[config.mk]
export PLATFORM = sky130hd
export DESIGN_NAME = fly_camera_orientation_update_flat
export DESIGN_NICKNAME = d
export VERILOG_FILES = /design/src/sv/focu_pkg.sv /design/src/sv/focu_in_if.sv /design/src/sv/focu_out_if.sv /design/src/sv/focu_cordic.sv /design/src/sv/fly_camera_orientation_update.sv /design/src/flat_wrapper.sv
export VERILOG_INCLUDE_DIRS = /design/src /design/src/sv
export SDC_FILE = /design/constraint.sdc
export NUM_CORES = 2
export LEC_CHECK = 0
export ABC_AREA = 1
export BUFFER_PORTS_ARGS = -buffer_cell sky130_fd_sc_hd__buf_2
export CORE_MARGIN = 4
export CORE_UTILIZATION = 40
export DETAILED_ROUTE_END_ITERATION = 10
export PLACE_DENSITY_LB_ADDON = 0.3
export SLEW_MARGIN = 40
export SYNTH_ARGS = -nofsm -noshare
export SYNTH_HDL_FRONTEND = slang
export SYNTH_SLANG_ARGS = --single-unit
[constraint.sdc]
create_clock -name clk_i -period 9.54 [get_ports clk_i]
set_input_delay 1.431 -clock clk_i [delete_from_list [all_inputs] [get_ports clk_i]]
set_output_delay 1.431 -clock clk_i [all_outputs]
set_load 0.02 [all_outputs]
[src/sv/assert_macros.svh]
// ----------------------------------------------------------------------------
// Assertion macros
// Shared concurrent assertion forms, clocked on clk_i.
// ----------------------------------------------------------------------------
`ifndef ASSERT_MACROS_SVH
`define ASSERT_MACROS_SVH

// Checked outside reset only
`define FOCU_ASSERT(name, prop, msg) \
  name: assert property (@(posedge clk_i) disable iff (!rst_ni) (prop)) else $error(msg);

// Checked at every edge, reset included
`define FOCU_ASSERT_ALWAYS(name, prop, msg) \
  name: assert property (@(posedge clk_i) (prop)) else $error(msg);

`endif

[src/sv/focu_pkg.sv]
// ----------------------------------------------------------------------------
// focu_pkg
// Types, codes and constants of the fly camera orientation block.
// ----------------------------------------------------------------------------
package focu_pkg;

  // Event codes
  typedef enum logic [1:0] {
    FUNC_KEY     = 2'd0,
    FUNC_MOUSE   = 2'd1,
    FUNC_SCROLL  = 2'd2,
    FUNC_RESTART = 2'd3
  } func_e;

  // Key move directions
  typedef enum logic [1:0] {
    DIR_FORWARD  = 2'd0,
    DIR_BACKWARD = 2'd1,
    DIR_LEFT     = 2'd2,
    DIR_RIGHT    = 2'd3
  } dir_e;

  // Configuration register indexes
  localparam logic [2:0] CFG_MOVE_SPEED  = 3'd0;
  localparam logic [2:0] CFG_SENSITIVITY = 3'd1;
  localparam logic [2:0] CFG_START_X     = 3'd2;
  localparam logic [2:0] CFG_START_Y     = 3'd3;
  localparam logic [2:0] CFG_START_Z     = 3'd4;
  localparam logic [2:0] CFG_START_YAW   = 3'd5;
  localparam logic [2:0] CFG_START_PITCH = 3'd6;

  // Angles in 1/256 degree, held 22 bits wide while wrapping
  localparam int ANG_W = 22;
  localparam logic signed [ANG_W-1:0] FULL_TURN   = 22'sd92160;
  localparam logic signed [ANG_W-1:0] HALF_TURN   = 22'sd46080;
  localparam logic signed [ANG_W-1:0] PITCH_LIMIT = 22'sd22784;
  localparam logic signed [16:0]      HALF_17     = 17'sd46080;
  localparam logic signed [16:0]      QUARTER_17  = 17'sd23040;

  localparam logic [14:0] FOV_MIN   = 15'd256;
  localparam logic [14:0] FOV_MAX   = 15'd23040;
  localparam logic [14:0] FOV_START = 15'd11520;

  localparam logic signed [15:0] ONE_Q14     = 16'sd16384;
  localparam logic signed [33:0] CORDIC_GAIN = 34'sd652032875;

  // Controller to rotation unit
  typedef struct packed {
    logic               start;
    logic signed [16:0] angle;
  } cordic_req_t;

  // Rotation unit to controller
  typedef struct packed {
    logic               done;
    logic signed [15:0] sin_v;
    logic signed [15:0] cos_v;
  } cordic_rsp_t;

  // Controller states
  typedef enum logic [4:0] {
    ST_IDLE, ST_K_VEL, ST_K_LATCH, ST_K_MUL, ST_K_ADD,
    ST_M_MULY, ST_M_MULP, ST_M_PITCH, ST_SCROLL, ST_RESTART, ST_WRAP,
    ST_CY_GO, ST_CY_WAIT, ST_CP_GO, ST_CP_WAIT,
    ST_F_MUL0, ST_F_MUL1, ST_F_FIN, ST_OUT
  } state_e;

  // atan(2^-i) in degrees * 2^16
  function automatic logic [22:0] atan_q16(input logic [4:0] i);
    logic [22:0] r;
    case (i)
      5'd0:  r = 23'd2949120;
      5'd1:  r = 23'd1740967;
      5'd2:  r = 23'd919879;
      5'd3:  r = 23'd466945;
      5'd4:  r = 23'd234379;
      5'd5:  r = 23'd117304;
      5'd6:  r = 23'd58666;
      5'd7:  r = 23'd29335;
      5'd8:  r = 23'd14668;
      5'd9:  r = 23'd7334;
      5'd10: r = 23'd3667;
      5'd11: r = 23'd1833;
      5'd12: r = 23'd917;
      5'd13: r = 23'd458;
      5'd14: r = 23'd229;
      5'd15: r = 23'd115;
      5'd16: r = 23'd57;
      5'd17: r = 23'd29;
      5'd18: r = 23'd14;
      5'd19: r = 23'd7;
      default: r = 23'd0;
    endcase
    return r;
  endfunction

endpackage

[src/sv/focu_in_if.sv]
// ----------------------------------------------------------------------------
// focu_in_if
// Event request channel: valid, ready and the event fields.
// ----------------------------------------------------------------------------
interface focu_in_if;
  logic               valid;
  logic               ready;
  logic [1:0]         func;
  logic [1:0]         direction;
  logic [15:0]        delta_time;
  logic signed [15:0] x_offset;
  logic signed [15:0] y_offset;
  logic               limit_pitch;

  modport source (output valid, func, direction, delta_time, x_offset, y_offset,
                  limit_pitch, input ready);
  modport sink (input valid, func, direction, delta_time, x_offset, y_offset,
                limit_pitch, output ready);
endinterface

[src/sv/focu_out_if.sv]
// ----------------------------------------------------------------------------
// focu_out_if
// Camera state channel: valid, ready and the result fields.
// ----------------------------------------------------------------------------
interface focu_out_if;
  logic               valid;
  logic               ready;
  logic signed [31:0] pos_x;
  logic signed [31:0] pos_y;
  logic signed [31:0] pos_z;
  logic signed [15:0] front_x;
  logic signed [15:0] front_y;
  logic signed [15:0] front_z;
  logic signed [15:0] right_x;
  logic signed [15:0] right_y;
  logic signed [15:0] right_z;
  logic [14:0]        view_angle;

  modport source (output valid, pos_x, pos_y, pos_z, front_x, front_y, front_z,
                  right_x, right_y, right_z, view_angle, input ready);
  modport sink (input valid, pos_x, pos_y, pos_z, front_x, front_y, front_z,
                right_x, right_y, right_z, view_angle, output ready);
endinterface

[src/sv/focu_cordic.sv]
// ----------------------------------------------------------------------------
// focu_cordic
// Iterative rotation-mode CORDIC: sine and cosine in 1.14, one step a cycle.
// ----------------------------------------------------------------------------
module focu_cordic
  import focu_pkg::*;
#(
  parameter int STEPS = 16
) (
  input  logic        clk_i,
  input  logic        rst_ni,
  input  cordic_req_t req_i,
  output cordic_rsp_t rsp_o
);

  localparam int CW = $clog2(STEPS);

  logic               busy_q, done_q, neg_q;
  logic [CW-1:0]      cnt_q;
  logic signed [33:0] x_q, y_q;
  logic signed [26:0] z_q;

  logic signed [16:0] fold_ang;
  logic               fold_neg;
  logic signed [33:0] x_sh, y_sh;
  logic signed [26:0] at;
  logic signed [17:0] x_rnd, y_rnd;
  logic signed [15:0] x_cl, y_cl;

  // Fold the angle into +-90 degrees
  always_comb begin
    fold_ang = req_i.angle;
    fold_neg = 1'b0;
    if (req_i.angle > QUARTER_17) begin
      fold_ang = req_i.angle - HALF_17;
      fold_neg = 1'b1;
    end else if (req_i.angle < -QUARTER_17) begin
      fold_ang = req_i.angle + HALF_17;
      fold_neg = 1'b1;
    end
  end

  assign x_sh = x_q >>> cnt_q;
  assign y_sh = y_q >>> cnt_q;
  assign at   = 27'(atan_q16(5'(cnt_q)));

  // Micro-rotation loop
  always_ff @(posedge clk_i or negedge rst_ni) begin
    if (!rst_ni) begin
      busy_q <= 1'b0;
      done_q <= 1'b0;
      cnt_q  <= '0;
    end else begin
      done_q <= 1'b0;
      if (req_i.start && !busy_q) begin
        busy_q <= 1'b1;
        cnt_q  <= '0;
      end else if (busy_q) begin
        if (cnt_q == CW'(STEPS - 1)) begin
          busy_q <= 1'b0;
          done_q <= 1'b1;
        end else begin
          cnt_q <= cnt_q + 1'b1;
        end
      end
    end
  end

  always_ff @(posedge clk_i) begin
    if (req_i.start && !busy_q) begin
      x_q   <= CORDIC_GAIN;
      y_q   <= '0;
      z_q   <= 27'(fold_ang) <<< 8;
      neg_q <= fold_neg;
    end else if (busy_q) begin
      if (z_q >= 0) begin
        x_q <= x_q - y_sh;
        y_q <= y_q + x_sh;
        z_q <= z_q - at;
      end else begin
        x_q <= x_q + y_sh;
        y_q <= y_q - x_sh;
        z_q <= z_q + at;
      end
    end
  end

  // Round to 1.14, clamp to unit, undo the fold
  always_comb begin
    x_rnd = 18'((x_q + 34'sd32768) >>> 16);
    y_rnd = 18'((y_q + 34'sd32768) >>> 16);
    if (x_rnd > 18'sd16384)       x_cl = ONE_Q14;
    else if (x_rnd < -18'sd16384) x_cl = -ONE_Q14;
    else                          x_cl = 16'(x_rnd);
    if (y_rnd > 18'sd16384)       y_cl = ONE_Q14;
    else if (y_rnd < -18'sd16384) y_cl = -ONE_Q14;
    else                          y_cl = 16'(y_rnd);
  end

  assign rsp_o.done  = done_q;
  assign rsp_o.cos_v = neg_q ? -x_cl : x_cl;
  assign rsp_o.sin_v = neg_q ? -y_cl : y_cl;

endmodule

[src/sv/fly_camera_orientation_update.sv]
// ----------------------------------------------------------------------------
// fly_camera_orientation_update
// Yaw/pitch fly camera: position, orientation vectors and field of view.
// ----------------------------------------------------------------------------
// One event is handled at a time. The result is offered on the output channel,
// and the next event is taken in the cycle after the result is gone. Most of
// the time goes to the shared CORDIC unit: it runs once for yaw and once for
// pitch, one step a cycle. The rest goes to the single shared multiplier, which
// does the key step, the mouse scaling and the front vector products one at a
// time. For a mouse move or a restart the time also depends on the angle wrap,
// which removes one turn per cycle.
`include "assert_macros.svh"

module fly_camera_orientation_update
  import focu_pkg::*;
#(
  parameter int CORDIC_STEPS = 16
) (
  input  logic              clk_i,
  input  logic              rst_ni,
  input  logic              cfg_we_i,
  input  logic [2:0]        cfg_idx_i,
  input  logic [31:0]       cfg_data_i,
  focu_in_if.sink           req_i,
  focu_out_if.source        rsp_o
);

  state_e state_q, state_d;

  // Configuration
  logic [15:0]        speed_q, sens_q;
  logic signed [31:0] start_pos_q [3];
  logic signed [16:0] start_yaw_q;
  logic signed [15:0] start_pitch_q;

  // Camera state
  logic signed [31:0]      pos_q [3];
  logic signed [ANG_W-1:0] yaw_q, pitch_q;
  logic [14:0]             fov_q;
  logic signed [15:0]      front_q [3];
  logic signed [15:0]      right_q [3];

  // Event fields and work registers
  dir_e               dir_q;
  logic [15:0]        dt_q;
  logic signed [15:0] xo_q, yo_q;
  logic               lim_q;
  logic [1:0]         k_q;
  logic [31:0]        vel_q;
  logic signed [15:0] sy_q, cy_q, sp_q, cp_q;

  // Shared multiplier
  logic signed [32:0] mul_a;
  logic signed [16:0] mul_b;
  logic signed [49:0] prod_d, prod_q;

  cordic_req_t cor_req;
  cordic_rsp_t cor_rsp;

  focu_cordic #(.STEPS(CORDIC_STEPS)) u_cordic (
    .clk_i (clk_i),
    .rst_ni(rst_ni),
    .req_i (cor_req),
    .rsp_o (cor_rsp)
  );

  // Datapath terms
  logic signed [15:0] vec_k;
  logic               key_sub;
  logic signed [27:0] key_step;
  logic signed [33:0] pos_sum;
  logic signed [31:0] pos_sat;
  logic signed [ANG_W-1:0] dang, pitch_sum;
  logic signed [22:0] fov_tmp;
  logic signed [15:0] prod_q14;
  logic               yaw_ok, pitch_ok;

  always_comb begin
    vec_k    = (dir_q == DIR_FORWARD || dir_q == DIR_BACKWARD) ? front_q[k_q] : right_q[k_q];
    key_sub  = (dir_q == DIR_BACKWARD || dir_q == DIR_LEFT);
    key_step = 28'((prod_q + 50'sd2097152) >>> 22);
    pos_sum  = key_sub ? 34'(pos_q[k_q]) - 34'(key_step) : 34'(pos_q[k_q]) + 34'(key_step);
    if (pos_sum > 34'sd2147483647)       pos_sat = 32'sh7fffffff;
    else if (pos_sum < -34'sd2147483648) pos_sat = 32'sh80000000;
    else                                 pos_sat = 32'(pos_sum);
    dang      = ANG_W'((prod_q + 50'sd2048) >>> 12);
    pitch_sum = pitch_q + dang;
    fov_tmp   = 23'(signed'({1'b0, fov_q})) - (23'(yo_q) <<< 4);
    prod_q14  = 16'((prod_q + 50'sd8192) >>> 14);
    yaw_ok    = (yaw_q < HALF_TURN) && (yaw_q >= -HALF_TURN);
    pitch_ok  = (pitch_q < HALF_TURN) && (pitch_q >= -HALF_TURN);
  end

  assign prod_d = mul_a * mul_b;

  // Next state
  always_comb begin
    state_d = state_q;
    case (state_q)
      ST_IDLE: begin
        if (req_i.valid) begin
          case (func_e'(req_i.func))
            FUNC_KEY:    state_d = ST_K_VEL;
            FUNC_MOUSE:  state_d = ST_M_MULY;
            FUNC_SCROLL: state_d = ST_SCROLL;
            default:     state_d = ST_RESTART;
          endcase
        end
      end
      ST_K_VEL:   state_d = ST_K_LATCH;
      ST_K_LATCH: state_d = ST_K_MUL;
      ST_K_MUL:   state_d = ST_K_ADD;
      ST_K_ADD:   state_d = (k_q == 2'd2) ? ST_CY_GO : ST_K_MUL;
      ST_M_MULY:  state_d = ST_M_MULP;
      ST_M_MULP:  state_d = ST_M_PITCH;
      ST_M_PITCH: state_d = ST_WRAP;
      ST_SCROLL:  state_d = ST_CY_GO;
      ST_RESTART: state_d = ST_WRAP;
      ST_WRAP:    state_d = (yaw_ok && pitch_ok) ? ST_CY_GO : ST_WRAP;
      ST_CY_GO:   state_d = ST_CY_WAIT;
      ST_CY_WAIT: state_d = cor_rsp.done ? ST_CP_GO : ST_CY_WAIT;
      ST_CP_GO:   state_d = ST_CP_WAIT;
      ST_CP_WAIT: state_d = cor_rsp.done ? ST_F_MUL0 : ST_CP_WAIT;
      ST_F_MUL0:  state_d = ST_F_MUL1;
      ST_F_MUL1:  state_d = ST_F_FIN;
      ST_F_FIN:   state_d = ST_OUT;
      ST_OUT:     state_d = rsp_o.ready ? ST_IDLE : ST_OUT;
      default:    state_d = ST_IDLE;
    endcase
  end

  // Control outputs and multiplier operands
  always_comb begin
    req_i.ready   = (state_q == ST_IDLE);
    rsp_o.valid   = (state_q == ST_OUT);
    cor_req.start = (state_q == ST_CY_GO) || (state_q == ST_CP_GO);
    cor_req.angle = (state_q == ST_CY_GO) ? yaw_q[16:0] : pitch_q[16:0];
    mul_a = '0;
    mul_b = '0;
    case (state_q)
      ST_K_VEL: begin
        mul_a = 33'({1'b0, dt_q});
        mul_b = 17'({1'b0, speed_q});
      end
      ST_K_MUL: begin
        mul_a = 33'({1'b0, vel_q});
        mul_b = 17'(vec_k);
      end
      ST_M_MULY: begin
        mul_a = 33'(xo_q);
        mul_b = 17'({1'b0, sens_q});
      end
      ST_M_MULP: begin
        mul_a = 33'(yo_q);
        mul_b = 17'({1'b0, sens_q});
      end
      ST_F_MUL0: begin
        mul_a = 33'(cp_q);
        mul_b = 17'(cy_q);
      end
      ST_F_MUL1: begin
        mul_a = 33'(cp_q);
        mul_b = 17'(sy_q);
      end
      default: begin
        mul_a = '0;
        mul_b = '0;
      end
    endcase
  end

  // Work registers without reset
  always_ff @(posedge clk_i) begin
    prod_q <= prod_d;
    if (req_i.valid && req_i.ready) begin
      dir_q <= dir_e'(req_i.direction);
      dt_q  <= req_i.delta_time;
      xo_q  <= req_i.x_offset;
      yo_q  <= req_i.y_offset;
      lim_q <= req_i.limit_pitch;
    end
    if (state_q == ST_K_LATCH) vel_q <= prod_q[31:0];
    if (state_q == ST_CY_WAIT && cor_rsp.done) begin
      sy_q <= cor_rsp.sin_v;
      cy_q <= cor_rsp.cos_v;
    end
    if (state_q == ST_CP_WAIT && cor_rsp.done) begin
      sp_q <= cor_rsp.sin_v;
      cp_q <= cor_rsp.cos_v;
    end
  end

  // Configuration, camera state and sequencer
  always_ff @(posedge clk_i or negedge rst_ni) begin
    if (!rst_ni) begin
      state_q        <= ST_IDLE;
      speed_q        <= 16'd1280;
      sens_q         <= 16'd26214;
      start_pos_q[0] <= '0;
      start_pos_q[1] <= '0;
      start_pos_q[2] <= '0;
      start_yaw_q    <= -17'sd23040;
      start_pitch_q  <= '0;
      pos_q[0]       <= '0;
      pos_q[1]       <= '0;
      pos_q[2]       <= '0;
      yaw_q          <= -22'sd23040;
      pitch_q        <= '0;
      fov_q          <= FOV_START;
      front_q[0]     <= '0;
      front_q[1]     <= '0;
      front_q[2]     <= -ONE_Q14;
      right_q[0]     <= ONE_Q14;
      right_q[1]     <= '0;
      right_q[2]     <= '0;
      k_q            <= '0;
    end else begin
      state_q <= state_d;

      // Register writes
      if (cfg_we_i) begin
        case (cfg_idx_i)
          CFG_MOVE_SPEED:  speed_q        <= cfg_data_i[15:0];
          CFG_SENSITIVITY: sens_q         <= cfg_data_i[15:0];
          CFG_START_X:     start_pos_q[0] <= cfg_data_i;
          CFG_START_Y:     start_pos_q[1] <= cfg_data_i;
          CFG_START_Z:     start_pos_q[2] <= cfg_data_i;
          CFG_START_YAW:   start_yaw_q    <= cfg_data_i[16:0];
          CFG_START_PITCH: start_pitch_q  <= cfg_data_i[15:0];
          default: ;
        endcase
      end

      case (state_q)
        ST_K_LATCH: k_q <= '0;
        ST_K_ADD: begin
          pos_q[k_q] <= pos_sat;
          k_q        <= k_q + 2'd1;
        end
        ST_M_MULP: yaw_q <= yaw_q + dang;
        ST_M_PITCH: begin
          if (lim_q) begin
            if (pitch_sum > PITCH_LIMIT)       pitch_q <= PITCH_LIMIT;
            else if (pitch_sum < -PITCH_LIMIT) pitch_q <= -PITCH_LIMIT;
            else                               pitch_q <= pitch_sum;
          end else begin
            pitch_q <= pitch_sum;
          end
        end
        ST_SCROLL: begin
          if (fov_tmp < $signed(23'(FOV_MIN)))      fov_q <= FOV_MIN;
          else if (fov_tmp > $signed(23'(FOV_MAX))) fov_q <= FOV_MAX;
          else                                      fov_q <= 15'(fov_tmp);
        end
        ST_RESTART: begin
          pos_q[0] <= start_pos_q[0];
          pos_q[1] <= start_pos_q[1];
          pos_q[2] <= start_pos_q[2];
          yaw_q    <= ANG_W'(start_yaw_q);
          pitch_q  <= ANG_W'(start_pitch_q);
          fov_q    <= FOV_START;
        end
        // One turn per cycle toward the principal range
        ST_WRAP: begin
          if (yaw_q >= HALF_TURN)        yaw_q <= yaw_q - FULL_TURN;
          else if (yaw_q < -HALF_TURN)   yaw_q <= yaw_q + FULL_TURN;
          if (pitch_q >= HALF_TURN)      pitch_q <= pitch_q - FULL_TURN;
          else if (pitch_q < -HALF_TURN) pitch_q <= pitch_q + FULL_TURN;
        end
        ST_F_MUL1: front_q[0] <= prod_q14;
        ST_F_FIN: begin
          front_q[1] <= sp_q;
          front_q[2] <= prod_q14;
          right_q[1] <= '0;
          if (cp_q < 0) begin
            right_q[0] <= sy_q;
            right_q[2] <= -cy_q;
          end else begin
            right_q[0] <= -sy_q;
            right_q[2] <= cy_q;
          end
        end
        default: ;
      endcase
    end
  end

  // Result payload straight from the camera state
  assign rsp_o.pos_x      = pos_q[0];
  assign rsp_o.pos_y      = pos_q[1];
  assign rsp_o.pos_z      = pos_q[2];
  assign rsp_o.front_x    = front_q[0];
  assign rsp_o.front_y    = front_q[1];
  assign rsp_o.front_z    = front_q[2];
  assign rsp_o.right_x    = right_q[0];
  assign rsp_o.right_y    = right_q[1];
  assign rsp_o.right_z    = right_q[2];
  assign rsp_o.view_angle = fov_q;

  // Checks
  `FOCU_ASSERT_ALWAYS(a_one_side, !(req_i.ready && rsp_o.valid), "ready while result pending")
  `FOCU_ASSERT(a_no_fast_result, (req_i.valid && req_i.ready) |=> !rsp_o.valid, "result too early")
  `FOCU_ASSERT(a_pitch_range, !rsp_o.valid || pitch_ok, "pitch out of range at result")
  `FOCU_ASSERT(a_fov_range, !rsp_o.valid || (fov_q >= FOV_MIN && fov_q <= FOV_MAX), "fov range")

endmodule

[src/flat_wrapper.sv]
// flat-port wrapper written by rule: the top's interface ports become plain ports
module fly_camera_orientation_update_flat import focu_pkg::*;
#(
  parameter int CORDIC_STEPS = 16
)
  (clk_i, rst_ni, cfg_we_i, cfg_idx_i, cfg_data_i, req_i_valid, req_i_func, req_i_direction, req_i_delta_time, req_i_x_offset, req_i_y_offset, req_i_limit_pitch, req_i_ready, rsp_o_valid, rsp_o_pos_x, rsp_o_pos_y, rsp_o_pos_z, rsp_o_front_x, rsp_o_front_y, rsp_o_front_z, rsp_o_right_x, rsp_o_right_y, rsp_o_right_z, rsp_o_view_angle, rsp_o_ready);
  focu_in_if req_i_i ();
  focu_out_if rsp_o_i ();
  input  logic clk_i;
  input  logic rst_ni;
  input  logic cfg_we_i;
  input  logic [2:0] cfg_idx_i;
  input  logic [31:0] cfg_data_i;
  input wire logic [$bits(req_i_i.valid)-1:0] req_i_valid;
  input wire logic [$bits(req_i_i.func)-1:0] req_i_func;
  input wire logic [$bits(req_i_i.direction)-1:0] req_i_direction;
  input wire logic [$bits(req_i_i.delta_time)-1:0] req_i_delta_time;
  input wire logic [$bits(req_i_i.x_offset)-1:0] req_i_x_offset;
  input wire logic [$bits(req_i_i.y_offset)-1:0] req_i_y_offset;
  input wire logic [$bits(req_i_i.limit_pitch)-1:0] req_i_limit_pitch;
  output wire logic [$bits(req_i_i.ready)-1:0] req_i_ready;
  output wire logic [$bits(rsp_o_i.valid)-1:0] rsp_o_valid;
  output wire logic [$bits(rsp_o_i.pos_x)-1:0] rsp_o_pos_x;
  output wire logic [$bits(rsp_o_i.pos_y)-1:0] rsp_o_pos_y;
  output wire logic [$bits(rsp_o_i.pos_z)-1:0] rsp_o_pos_z;
  output wire logic [$bits(rsp_o_i.front_x)-1:0] rsp_o_front_x;
  output wire logic [$bits(rsp_o_i.front_y)-1:0] rsp_o_front_y;
  output wire logic [$bits(rsp_o_i.front_z)-1:0] rsp_o_front_z;
  output wire logic [$bits(rsp_o_i.right_x)-1:0] rsp_o_right_x;
  output wire logic [$bits(rsp_o_i.right_y)-1:0] rsp_o_right_y;
  output wire logic [$bits(rsp_o_i.right_z)-1:0] rsp_o_right_z;
  output wire logic [$bits(rsp_o_i.view_angle)-1:0] rsp_o_view_angle;
  input wire logic [$bits(rsp_o_i.ready)-1:0] rsp_o_ready;
  assign req_i_i.valid = req_i_valid;
  assign req_i_i.func = req_i_func;
  assign req_i_i.direction = req_i_direction;
  assign req_i_i.delta_time = req_i_delta_time;
  assign req_i_i.x_offset = req_i_x_offset;
  assign req_i_i.y_offset = req_i_y_offset;
  assign req_i_i.limit_pitch = req_i_limit_pitch;
  assign req_i_ready = req_i_i.ready;
  assign rsp_o_valid = rsp_o_i.valid;
  assign rsp_o_pos_x = rsp_o_i.pos_x;
  assign rsp_o_pos_y = rsp_o_i.pos_y;
  assign rsp_o_pos_z = rsp_o_i.pos_z;
  assign rsp_o_front_x = rsp_o_i.front_x;
  assign rsp_o_front_y = rsp_o_i.front_y;
  assign rsp_o_front_z = rsp_o_i.front_z;
  assign rsp_o_right_x = rsp_o_i.right_x;
  assign rsp_o_right_y = rsp_o_i.right_y;
  assign rsp_o_right_z = rsp_o_i.right_z;
  assign rsp_o_view_angle = rsp_o_i.view_angle;
  assign rsp_o_i.ready = rsp_o_ready;
  fly_camera_orientation_update #(.CORDIC_STEPS(CORDIC_STEPS)) u_core (.clk_i(clk_i), .rst_ni(rst_ni), .cfg_we_i(cfg_we_i), .cfg_idx_i(cfg_idx_i), .cfg_data_i(cfg_data_i), .req_i(req_i_i), .rsp_o(rsp_o_i));
endmodule
==> flow_metrics.tcl <==
set metrics [dict create \
    gp_congestion 1.04 \
    critPathCapture "u_core.prod_q[49]" \
    tightest_slew_ns 0.905 \
    numCtsBuffers 84 \
    crit_slowest_cell "clkinv_1" \
    path_clk_slew_ns 0.06 \
    grtUsageTotal 0.296 \
    max_freq_ghz 0.113 \
    htree_levels 3 \
    hold_viol_final 0 \
    clock-root-buffer "clkbuf_16" \
    mostFrequentLayoutCells "nand2_1, inv_1, nor2_1, o21ai_0, nand3_1" \
    antenna_found_initial 6 \
    synth_area_per_cell_sq_um 7.21 \
    mostFrequentLayoutCell "nand2_1" \
    overflow 0 \
    final.period_utilization 0.930 \
    io_pins 302 \
    setup_tns_ns 0 \
    dr_total_vias 66800 \
    route.detailed.drc 0 \
    grt_max_degree 96 \
    cap_violations 0 \
    cp.arrival_ns 9.49 \
    yosys_warnings 0 \
    status "complete, no violations" \
    place_inst 12100 \
    routed_via_density 5.44 \
    port_buffers 281 \
    postCtsSetupBuffers 0 \
    rsz0062_at_grt "false" \
    ys_ff_latch 698 \
    rows 153 \
    fin_skew_ns 0.0654 \
    instances_no_fill 12300 \
    slew_violations 0 \
    synthCells 9693 \
    areaGrowthSynthToFinish_pct 10.4 \
    grt_pass1_vias 65100 \
    dp_hpwl_microns 216000 \
    holdWs_ns 0.406 \
    reg2reg_slack_ns 0.67 \
    drt_wl_total_microns 274000 \
    critPathMostFrequentCell "inv_1" \
    start_kind "flip-flop" \
    max-slew-margin-rel 0.391 \
    finalSetupViolCount 0 \
    seq_area_frac_synth 0.253 \
    fin_nets 10900 \
    die_area_sq_um 181000 \
    crit-reg2reg-capture "u_core.prod_q[49]" \
    synth_flop_cell "dfrtp_1" \
    post-route-min-period_ns 8.87 \
    cp_max_fo 17 \
    clock-sinks 698 \
    worst_setup_path_startpoint "u_core.state_q[1]" \
    initial_core_util 0.402 \
    drive_gt1_frac 0.0778 \
    synth_area_sq_um 69900 \
    cts_max_path_buffers 3 \
    cts_resized 0 \
    grt_pass1_wl_microns 407000 \
    fp.dieW_microns 426 \
    die_height_microns 426 \
    cts_tree "built" \
    endpoint_kind "flip-flop" \
    reg2reg_from "u_core.state_q[1]" \
    antenna_left 0 \
    slowest_delay_ns 0.70 \
    hold_path_class "flip-flop to flip-flop" \
    core_sq_um 174000 \
    synth_cell_types 69 \
    drtPass1Iterations 6 \
    drt_iter0_markers 7163 \
    required_ns 10.16 \
    reg2reg_depth 37 \
    critPathKind "flip-flop to flip-flop" \
    synth_edf_count 167 \
    wire_per_inst_microns 22.4 \
    ys_async_sr_fraction 0.580 \
    postCtsHoldBufs 0 \
    worstSkewPairLatency_ns 0.75 \
]
==> layout make-up <==
| type | count | area (sq um) |
|---|---|---|
| sequential | 698 | 17700 |
| inverter | 1642 | 6170 |
| multi-input combinational | 7030 | 44700 |
| antenna | 2 | 5.00 |
| clock inverter | 58 | 858 |
| clock buffer | 100 | 2210 |
| fill | 17800 | 96700 |
| timing repair buffer | 418 | 2580 |
| tap | 2325 | 2910 |
==> cell families after synthesis <==
| group | count (synthesis) | share of synthesized area |
|---|---|---|
| and+or+nand+nor | 4275 | 0.256 |
| buffers and inverters | 1984 | 0.110 |
| DFF | 698 | 0.253 |
| AOI/OAI and AO/OA | 1507 | 0.120 |
| xor gates and xnor gates | 338 | 0.0424 |
| adders and majority gates | 885 | 0.217 |
| other | 1 | 0.0000537 |
| muxes | 5 | 0.000716 |
==> Yosys cell counts, types with 167 or more instances <==
library cell  number  area share
nand3_1          569       0.041
edfxtp_1         167       0.072
fa_1             545        0.16
clkbuf_1         231       0.012
o21ai_0          703       0.050
nor2_1           775       0.042
xor2_1           241       0.030
ha_1             340       0.061
inv_1           1619       0.087
dfrtp_1          373        0.13
nand2_1         2597        0.14
a21oi_1          447       0.032
==> sequential cells by signal (all words and copies together) (netlist names), 17 cells and up <==
name / cells
u_core.prod_q: 50
u_core.vel_q: 32
u_core.start_pos_q: 96
u_core.rsp_o.pos_x: 32
u_core.pitch_q: 22
u_core.rsp_o.pos_z: 32
u_core.rsp_o.pos_y: 32
u_core.yaw_q: 22
u_core.u_cordic.z_q: 27
u_core.u_cordic.x_q: 34
u_core.start_yaw_q: 17
u_core.u_cordic.y_q: 34
==> worst min-delay path by stage <==
stage | from | endpoint | cells after the start
final | u_core.prod_q[4] | u_core.vel_q[4] | 0
after floorplan | u_core.prod_q[0] | u_core.vel_q[0] | 0
after global placement | u_core.prod_q[0] | u_core.vel_q[0] | 0
after CTS | u_core.prod_q[10] | u_core.vel_q[10] | 0
after global routing | u_core.prod_q[10] | u_core.vel_q[10] | 0
after detailed placement | u_core.prod_q[1] | u_core.vel_q[1] | 0
==> through the flow <==
stage	cell area (sq um)	setup WS [ns]	util
6_report	77100	0.667	0.444
5_1_grt	77100	0.205	0.444
4_1_cts	77100	0.813	0.443
3_5_place_dp	74000	0.867	0.426
3_3_place_gp	73800	0.621	0.424
2_1_floorplan	69900	2.07	-
==> routing by layer <==
layer	vias up	global-route usage	routed length [microns]
met5	-	0	0
met4	0	0.174	19100
met3	636	0.0409	20400
met2	2952	0.469	123000
met1	32200	0.386	112000
li1	31000	-	-
==> critical path, delay by kind of cell (launching register included) <==
| family | cells | cell delay, ns |
|---|---|---|
| fa+ha+maj | 7 | 3.19 |
| buf+inv | 15 | 2.75 |
| simple gates | 10 | 1.60 |
| compound gates | 4 | 0.67 |
| flops | 1 | 0.40 |
| xor+xnor | 1 | 0.16 |
Power is not shown: default switching activity piles up to over one toggle a cycle in this logic, so the estimate is an artifact.
